==> config.mk <==
export PLATFORM = sky130hd
export DESIGN_NAME = vnu_sqrt_cell
export DESIGN_NICKNAME = d
export VERILOG_FILES = /design/src/vector3_normalize_unit_macros.svh /design/src/vnu_pkg.sv /design/src/vnu_sqrt_cell.sv
export SDC_FILE = /design/constraint.sdc
export NUM_CORES = 1
export LEC_CHECK = 0
export ABC_AREA = 1
export ABC_CLOCK_PERIOD_IN_PS = 2700
export BUFFER_PORTS_ARGS = -buffer_cell sky130_fd_sc_hd__buf_4
export CAP_MARGIN = 20
export CORE_MARGIN = 2
export CORE_UTILIZATION = 30
export CTS_CLUSTER_SIZE = 40
export DETAILED_ROUTE_END_ITERATION = 8
export GPL_ROUTABILITY_DRIVEN = 0
export SLEW_MARGIN = 15
export SYNTH_ARGS = -nofsm -noshare
export SYNTH_HDL_FRONTEND = slang
export SYNTH_SLANG_ARGS = --single-unit
==> constraint.sdc <==
create_clock -name clk -period 2.7 [get_ports clk]
set_input_delay 0.135 -clock clk [delete_from_list [all_inputs] [get_ports clk]]
set_output_delay 0.135 -clock clk [all_outputs]
set_load 0.01 [all_outputs]
==> src/vector3_normalize_unit_macros.svh <==
// Assertion macros shared by the vector3_normalize_unit RTL.
// No dependencies; each user supplies clk and rst in scope.
`ifndef VECTOR3_NORMALIZE_UNIT_MACROS_SVH
`define VECTOR3_NORMALIZE_UNIT_MACROS_SVH

// Same-cycle implication, disabled in reset.
`define VNU_ASSERT_IMPL(label, ante, cons) \
  label: assert property (@(posedge clk) disable iff (rst) (ante) |-> (cons)) \
    else $error("vnu assertion failed");

// Next-cycle implication, disabled in reset.
`define VNU_ASSERT_NEXT(label, ante, cons) \
  label: assert property (@(posedge clk) disable iff (rst) (ante) |=> (cons)) \
    else $error("vnu assertion failed");

`endif

==> src/vnu_pkg.sv <==
// Types and constants for the vector normalize pipeline.
// No dependencies.
package vnu_pkg;

  localparam int SQRT_STEPS = 32;
  localparam int DIV_STEPS  = 31;
  localparam logic [30:0] UNIT_ONE = 31'h4000_0000;

  // Component magnitudes and signs that ride along the root chain.
  typedef struct packed {
    logic             zero;
    logic [2:0]       neg;
    logic [2:0][31:0] a;
  } vec_tag_t;

  typedef struct packed {
    logic [34:0] rem;
    logic [31:0] root;
    logic [63:0] rad;
    vec_tag_t    tag;
  } sqrt_word_t;

  typedef struct packed {
    logic [2:0][31:0] rem;
    logic [2:0][30:0] num;
    logic [2:0][30:0] quo;
    logic [31:0]      len;
    logic             zero;
    logic [2:0]       neg;
  } div_word_t;

  // Pipeline control handed to every cell.
  typedef struct packed {
    logic en;
    logic valid;
  } cell_ctl_t;

endpackage

==> src/vnu_sqrt_cell.sv <==
// One digit step of the restoring integer square root.
// Depends on vnu_pkg.
module vnu_sqrt_cell (
  input  logic                clk,
  input  logic                rst,
  input  vnu_pkg::cell_ctl_t  ctl,
  input  vnu_pkg::sqrt_word_t din,
  output logic                valid,
  output vnu_pkg::sqrt_word_t dout
);

  logic [34:0]         rem2;
  logic [34:0]         trial;
  vnu_pkg::sqrt_word_t word_next;

  always_comb begin
    rem2  = {din.rem[32:0], din.rad[63:62]};
    trial = {1'b0, din.root, 2'b01};
    word_next     = din;
    word_next.rad = {din.rad[61:0], 2'b00};
    if (rem2 >= trial) begin
      word_next.rem  = rem2 - trial;
      word_next.root = {din.root[30:0], 1'b1};
    end else begin
      word_next.rem  = rem2;
      word_next.root = {din.root[30:0], 1'b0};
    end
  end

  always_ff @(posedge clk) begin
    if (rst) begin
      valid <= 1'b0;
    end else if (ctl.en) begin
      valid <= ctl.valid;
    end
  end

  always_ff @(posedge clk) begin
    if (ctl.en) begin
      dout <= word_next;
    end
  end

endmodule

==> qor.txt <==
Outcome: finished clean
Mapped Cells: 892
Initial Util: 30.63%
Crit-path cells: dlygate4sd3_1 > buf_4 > inv_1 > ha_1 > nand2_1 > nor2_1 > nand2_1 > nor2_2 > nand2_1 > nand3_1 > nor2_2 > nand2_4 > buf_4 > nand3_1 > nand2_1
DPL Wire Length: 29.30 mm
Vias: 9,213
Count leader, synth: nand2_1
Initial antenna violation count: 10
Max VDD drop: 0.3569 mV
Critical Path Slowest Stage Cell: dlygate4sd3_1
All-layer global routing usage: 21.81%
Crit path top cell by count: nand2_1
Synth top area share: 68.65%
Arrival @ worst endpoint: 2690 ps
Initial drt markers: 556
Die X: 186.7 um
CP Max Fanout: 20
# port buffers: 462
Required time of the critical path: 3090 ps
Main synth FF type: edfxtp_1
Clock-pin transition on the worst setup and hold timing paths: 60 ps
DP Area: 14,070 sq um
Dominant cells by area after synthesis: edfxtp_1 69%, nand2_1 11%, inv_1 4.7%
Worst skew pair latency: 520 ps
Critical path class: in -> reg
Final-report setup violation count: 0
WHS: 56.11 ps
Placed cells: 1,796
Total wire length: 39.49 mm
Final slew viol count: 0
Row cnt: 66
Gr ovfl total: 0
Vias in the first global route: 9,277
Cell Pwr Density: 583.0 nW/um^2
Max Cap Viol: 0
Final ANT Viol Nets: 0
RSZ-0062 raised after global routing: no
Setup crit start kind: input port
Largest net degree at the start of global routing: 67
Fin cells: 2,077
Mapped cell area: 10,020 sq um
Synthesized flop and latch total: 230
Syn avg cell area: 11.23 sq um
Final instance area: 17,220 sq um
Sinks on Clock Net: 230
Syn. warnings: 0
DIE AREA: 34,870 sq um
Largest area contributor in the netlist: edfxtp_1
P&R area growth vs syn: 71.95%
Layout cells sized above 1: 31.78%
# IOs: 467
Global-route wire length before repair: 57.65 mm
Final worst clock skew: 0 ps
TritonCTS clock tree: built
Clk buf depth: 3
Clock root cell: clkbuf_16
Fillcell total: 2,938
Lkg Pwr: 0.007960 uW
Tmin final: 2298 ps
Slew headroom: 62.50%
DRC viols: 0
Post-synthesis sequential area ratio: 68.85%
Hold Crit Class: in -> reg
DR WL/cell: 19.01 um
Crit path capture type: register
Final hold vios: 0
1st-pass router iterations: 5
Synth async-reset ratio: 0%
Htree depth: 1
Synth unique cells: 29
Fmax achieved: 435.2 MHz
CTS Buf Count: 26
# nets final: 1,880
Synth top cells by count: 302 x nand2_1, 229 x edfxtp_1, 126 x inv_1
Worst Tran Pin Value: 562.5 ps
Core ar.: 32,700 sq um
Flop2flop setup slack: 1540 ps
Die Ht: 186.7 um
Final worst-path cycle share: 85.09%
Tot Pwr: 10,040 uW
Final setup TNS: 0 ps
CP peak stage delay: 560 ps
Number of synthesized flops with an enable pin: 229
Avg Vias per Cell: 4.436
-- power breakdown --
group	total (uW)	switching [uW]	internal, uW
clock	3530	1420	2110
sequential	4410	106	4310
combinational	2090	1050	1040
total	10000	2580	7460
-- routing by layer --
metal  vias up  part of all wire [%]  GRT usage [%]
met4        14                   3.3          7.112
met1      4342                    40          26.41
met5         -                  0.23              0
li1       4387                     -              -
met3        75                   6.8          4.570
met2       395                    50          38.65
-- sequential cells by signal (all words and copies together), names as in the netlist --
name,flops
valid,1
dout,229
-- cell usage in the layout, fill, tap and decap left out, types with 2 or more instances in the layout --
master,synthesis,final
a21o_1,2,2
a21oi_1,23,23
buf_12,0,3
buf_4,5,465
bufinv_16,0,3
clkbuf_1,0,6
clkbuf_16,0,27
clkinv_1,0,3
clkinv_2,0,4
clkinvlp_4,0,3
conb_1,1,2
diode_2,0,5
dlygate4sd3_1,0,229
edfxtp_1,229,229
ha_1,34,34
inv_1,126,126
nand2_1,302,302
nand3_1,34,34
nand3_2,2,2
nand3b_1,9,9
nand4_1,4,4
nor2_1,71,71
nor2_2,4,4
nor3_1,6,6
o21a_1,2,2
o21ai_0,6,6
o21bai_1,3,3
xnor2_1,2,2
xor2_1,16,16
-- path summary, 6_finish.rpt --
check / end / from / cells after the start
worst max-delay path: dout[221]$_DFFE_PP_ / din[180] / 15
worst min-delay path: dout[197]$_DFFE_PP_ / din[163] / 3
worst max register to register: valid$_SDFFE_PP0P_ / valid$_SDFFE_PP0P_ / 3
worst min register to register: valid$_SDFFE_PP0P_ / valid$_SDFFE_PP0P_ / 3
-- cell families after synthesis --
family,Yosys count,synth area share (%)
AO/OA/AOI/OAI,38,2.136
XOR/XNOR,18,1.574
adder cells (fa/ha/maj),34,4.247
buffers and inverters,136,5.533
flip-flops,230,68.85
multiplexers,1,0.09993
other,1,0.03744
AND/OR/NAND/NOR,434,17.52
-- final cells by class --
class                   count  area (sq um)  area share, %
repair buffers            698          5858          34.01
diodes                      5         12.51        0.07264
clock buffers              33         698.2          4.053
well taps                 442         553.0          3.211
flip-flops and latches    230          6897          40.04
multi-input cells         527          2570          14.92
clock inverters            14         152.6         0.8862
inverters                 128         483.0          2.804
-- repair_timing --
| action | in CTS | in global routing |
|---|---|---|
| hold buffers | 229 | 0 |
| endpoints found under the setup margin | 0 | 0 |
| gates resized for setup | 0 | 0 |
| buffers inserted | 0 | 0 |
| hold endpoints to repair | 228 | 0 |
-- worst max-delay path: cells and delay by family --
family | cells | cell delay, ps
fa+ha+maj | 1 | 350
simple gates | 10 | 1200
buf+inv | 4 | 990
-- through the flow --
| stage | worst slack, ps | utilization, % |
|---|---|---|
| 3_3_place_gp | 462.7 | 43.02 |
| 2_1_floorplan | 923.5 | - |
| 6_report | 402.5 | 52.67 |
| 5_1_grt | 274.2 | 52.65 |
| 4_1_cts | 399.3 | 52.63 |
| 3_5_place_dp | 470.1 | 43.02 |
Power figures use the tool's default switching activity.
