--- config.mk ---
export PLATFORM = sky130hd
export DESIGN_NAME = vnu_div_cell
export DESIGN_NICKNAME = d
export VERILOG_FILES = /design/src/vector3_normalize_unit_macros.svh /design/src/vnu_pkg.sv /design/src/vnu_div_cell.sv
export SDC_FILE = /design/constraint.sdc
export NUM_CORES = 1
export LEC_CHECK = 0
export BUFFER_PORTS_ARGS = -buffer_cell sky130_fd_sc_hd__clkbuf_2
export CAP_MARGIN = 20
export CORE_AREA = 4 4 245 247
export DETAILED_ROUTE_END_ITERATION = 10
export DIE_AREA = 0 0 249 251
export HOLD_SLACK_MARGIN = 0.05
export PLACE_DENSITY = 0.54
export SKIP_CTS_REPAIR_TIMING = 1
export SLEW_MARGIN = 30
export SYNTH_ARGS = -nofsm -noshare
export SYNTH_HDL_FRONTEND = slang
export SYNTH_SLANG_ARGS = --single-unit
--- constraint.sdc ---
create_clock -name clk -period 4.85 [get_ports clk]
set_input_delay 0.2425 -clock clk [delete_from_list [all_inputs] [get_ports clk]]
set_output_delay 0.2425 -clock clk [all_outputs]
set_load 0.005 [all_outputs]
--- src/vector3_normalize_unit_macros.svh ---
// Assertion macros shared by the vector3_normalize_unit RTL.
// No dependencies; each user supplies clk and rst in scope.
`ifndef VECTOR3_NORMALIZE_UNIT_MACROS_SVH
`define VECTOR3_NORMALIZE_UNIT_MACROS_SVH

// Same-cycle implication, disabled in reset.
`define VNU_ASSERT_IMPL(label, ante, cons) \
  label: assert property (@(posedge clk) disable iff (rst) (ante) |-> (cons)) \
    else $error("vnu assertion failed");

// Next-cycle implication, disabled in reset.
`define VNU_ASSERT_NEXT(label, ante, cons) \
  label: assert property (@(posedge clk) disable iff (rst) (ante) |=> (cons)) \
    else $error("vnu assertion failed");

`endif

--- src/vnu_pkg.sv ---
// Types and constants for the vector normalize pipeline.
// No dependencies.
package vnu_pkg;

  localparam int SQRT_STEPS = 32;
  localparam int DIV_STEPS  = 31;
  localparam logic [30:0] UNIT_ONE = 31'h4000_0000;

  // Component magnitudes and signs that ride along the root chain.
  typedef struct packed {
    logic             zero;
    logic [2:0]       neg;
    logic [2:0][31:0] a;
  } vec_tag_t;

  typedef struct packed {
    logic [34:0] rem;
    logic [31:0] root;
    logic [63:0] rad;
    vec_tag_t    tag;
  } sqrt_word_t;

  typedef struct packed {
    logic [2:0][31:0] rem;
    logic [2:0][30:0] num;
    logic [2:0][30:0] quo;
    logic [31:0]      len;
    logic             zero;
    logic [2:0]       neg;
  } div_word_t;

  // Pipeline control handed to every cell.
  typedef struct packed {
    logic en;
    logic valid;
  } cell_ctl_t;

endpackage

--- src/vnu_div_cell.sv ---
// One quotient bit of the restoring divide, for all three components.
// Depends on vnu_pkg.
module vnu_div_cell (
  input  logic               clk,
  input  logic               rst,
  input  vnu_pkg::cell_ctl_t ctl,
  input  vnu_pkg::div_word_t din,
  output logic               valid,
  output vnu_pkg::div_word_t dout
);

  logic [2:0][32:0]   rem2;
  vnu_pkg::div_word_t word_next;

  always_comb begin
    word_next = din;
    for (int k = 0; k < 3; k++) begin
      rem2[k] = {din.rem[k], din.num[k][30]};
      word_next.num[k] = {din.num[k][29:0], 1'b0};
      if (rem2[k] >= {1'b0, din.len}) begin
        word_next.rem[k] = 32'(rem2[k] - {1'b0, din.len});
        word_next.quo[k] = {din.quo[k][29:0], 1'b1};
      end else begin
        word_next.rem[k] = rem2[k][31:0];
        word_next.quo[k] = {din.quo[k][29:0], 1'b0};
      end
    end
  end

  always_ff @(posedge clk) begin
    if (rst) begin
      valid <= 1'b0;
    end else if (ctl.en) begin
      valid <= ctl.valid;
    end
  end

  always_ff @(posedge clk) begin
    if (ctl.en) begin
      dout <= word_next;
    end
  end

endmodule
==> impl_metrics.py <==
metrics = {
    "critical_path": {
        "cp_top_family": "buffers and inverters",
        "start_kind": "input pin",
        "criticalPathCategory": "in2reg",
        "critPathSlowestCell": "dlygate4sd3_1",
        "crit_chain": "dlygate4sd3_1 -> clkbuf_2 -> inv_1 -> ha_1 -> a211oi_1 -> nand2_1 -> a21o_1 -> o31a_1 -> a21bo_1 -> o41ai_2 -> buf_4 -> inv_2 -> mux2_4",
        "cp_num_buf_inv": 5,
        "worstPathRequired_ns": 5.15,
        "path_max_fanout": 39,
        "worstPathArrival_ns": 4.04,
        "worst_path_largest_cell_delay_ns": 0.55,
        "cp-end-kind": "flip-flop",
        "r2r_slack_ns": 3.71,
        "crit-reg2reg-launch": "valid",
        "worstRegToRegCells": 3,
        "r2r-end": "valid",
    },
    "sta": {
        "finalSetupViolations": 0,
        "finalCritPeriodShare_pct": 77.0,
        "finClkSkew_ns": 0,
        "rsz0062_at_grt": "no",
        "slew_headroom_pct": 45.8,
        "timing.fmax_mhz": 268,
        "tns_ns": 0,
        "timing.hold.ws_ns": 0.0200,
        "period_minus_slack_ns": 3.73,
        "hold_viol": 0,
        "tightest_slew_ns": 0.813,
        "fin_ws_ns": 1.12,
        "drv_slew": 0,
    },
    "synth": {
        "syn_area_per_cell_um2": 11.8,
        "yosysUniqueCellTypes": 76,
        "synth_top_cell_by_area": "edfxtp_1",
        "synth.top_cells.by_area": "edfxtp_1, ha_1, a21oi_1",
        "ys.flop_type": "edfxtp_1",
        "yosys_warnings": 0,
        "synth_most_common_cell": "edfxtp_1",
        "async_flop_share_pct": 0,
        "synth_top_area_share_pct": 58.1,
        "synth-seq-area-share_pct": 58.3,
        "synth_cells": 1379,
        "synthesis.area_um2": 16300,
        "yosys-top-cells-count": "edfxtp_1, a21oi_1, nor2_1",
        "synth_edf_count": 315,
        "synth_seq_cells": 316,
    },
    "floorplan": {
        "rows": 88,
        "pin_count": 641,
        "coreArea_um2": 57600,
        "die_h_um": 251,
        "dieArea_um2": 62500,
        "dieWidth_um": 249,
        "start_util_pct": 28.3,
    },
    "placed_design": {
        "pre_cts_slack_ns": 1.13,
        "numPortBuffers": 634,
        "routabilityCongestion": 0.925,
        "dp_hpwl_mm": 55.3,
        "placed_area_um2": 20200,
    },
    "global_routing": {
        "grt_pass1_vias": 13300,
        "antenna_found_initial": 16,
        "grtUsageTotal_pct": 20.6,
        "grt_pass1_wl_mm": 94.5,
        "grt-ovfl-total": 0,
        "grt_max_degree": 132,
    },
    "power": {
        "power_density_nw_per_um2": 336,
        "ir_worst_vdd_v": 0.000250,
        "p_leak_uw": 0.0105,
    },
    "final_layout": {
        "areaGrowthSynthToFinish_pct": 48.2,
        "drive_gt1_share_pct": 31.6,
        "final_nets": 2691,
        "final_area_um2": 24100,
    },
    "routing": {
        "drt-pass1-iter-count": 5,
        "post-route-drc-count": 0,
        "wl_met1_mm": 27.0,
        "top_layer_used": "met5",
        "wl_met3_mm": 4.77,
        "wl_mm": 70.2,
        "drt-wirelength-per-cell_um": 22.8,
        "via_count": 14800,
        "via_per_inst": 4.80,
        "drt_iter0_markers": 1053,
        "drtAntennaViolNets": 0,
        "route.met2.wl_mm": 35.0,
    },
    "cts": {
        "cts.sinks": 316,
        "clk_path_buf_depth": 3,
        "cts_tree": "done",
        "path_clk_slew_ns": 0.06,
        "root_buffer": "clkbuf_16",
        "cts-htree-levels": 2,
        "cts_buffers": 38,
        "clock_latency_ns": 0.55,
    },
    "worst_hold_path": {
        "min_from": "din[303]",
        "hold_end": "dout[304]",
        "holdPathStages": 3,
        "hold_class": "in2reg",
    },
    "run": {
        "drv_cap": 0,
    },
    "run_status": {
        "status": "completed",
    },
}
## tightest hold or removal path, stage by stage
cell and delay (ns):
clkbuf_2 0.11, nand2_1 0.04, o21ai_0 0.06
## cells by family (layout without fill, tap and decap cells)
family	after synthesis	after routing	synth area share, %
buffers and inverters	121	1040	3.16
and+or+nand+nor	350	350	9.96
DFF	316	316	58.3
xor gates and xnor gates	70	70	3.77
AOI/OAI and AO/OA	405	405	15.8
other	1	11	0.0231
adders and majority gates	99	99	7.75
muxes	17	17	1.26
## where the power goes
group / switching [uW] / internal, uW / leakage [uW]
clock: 1200 / 1600 / 0.000578
sequential: 96.1 / 3360 / 0.00309
combinational: 1030 / 815 / 0.00683
## stage by stage
stage | power (uW) | util, % | cells
2_1_floorplan | 4330 | - | 1381
3_3_place_gp | 5160 | 35.2 | 2732
3_5_place_dp | 5170 | 35.2 | 2732
4_1_cts | 8030 | 37.3 | 2802
5_1_grt | 8510 | 41.8 | 3069
6_report | 8100 | 41.9 | 3073
## sequential cells by signal (all words and copies together) (netlist names)
signal,cells
dout,315
valid,1
## cell type report
class / instances / area (um^2)
clock inverter: 23 / 201
antenna: 8 / 20.0
timing repair buffer: 903 / 5900
sequential: 316 / 9480
inverter: 67 / 251
tap: 765 / 957
fill: 5478 / 33500
clock buffer: 47 / 1010
multi-input combinational: 944 / 6290
## per-layer routing
metal | track usage (%) | vias up
li1 | - | 6997
met4 | 8.91 | 20
met2 | 35.9 | 565
met5 | 0 | -
met1 | 22.9 | 7042
met3 | 7.06 | 130
## placed cells by master, fill, tap and decap left out, drive strengths merged, types with 4 or more instances in the layout
cell type    instances
nor4                 6
a31oi               17
buf                  7
nand2              106
a21o                44
o211ai               5
nand3               22
nand2b              12
mux2i                4
a21boi               5
o21a                17
nand4               23
clkinv              16
inv                 68
and3                10
nor2b               13
a31o                 4
edfxtp             315
mux2                13
or3                  5
a41oi                7
nor2               109
diode                8
o21ai               99
nand3b               4
o31a                 8
and2                 7
o31ai               14
a21oi              126
or2                  6
dlygate4sd3        263
clkbuf             680
nor3                20
a211oi               6
ha                  96
clkinvlp             4
xnor2               39
xor2                31
o21bai              13
## how the worst max path moves through the flow
stage	start	to	cells past startpoint
6_report	din[11]	dout[243]	13
5_1_grt	din[23]	dout[243]	13
4_1_cts	din[23]	dout[243]	12
3_5_place_dp	din[23]	dout[243]	12
3_3_place_gp	din[7]	dout[242]	12
2_1_floorplan	din[7]	dout[232]	11
(Power assumes the default switching activity.)
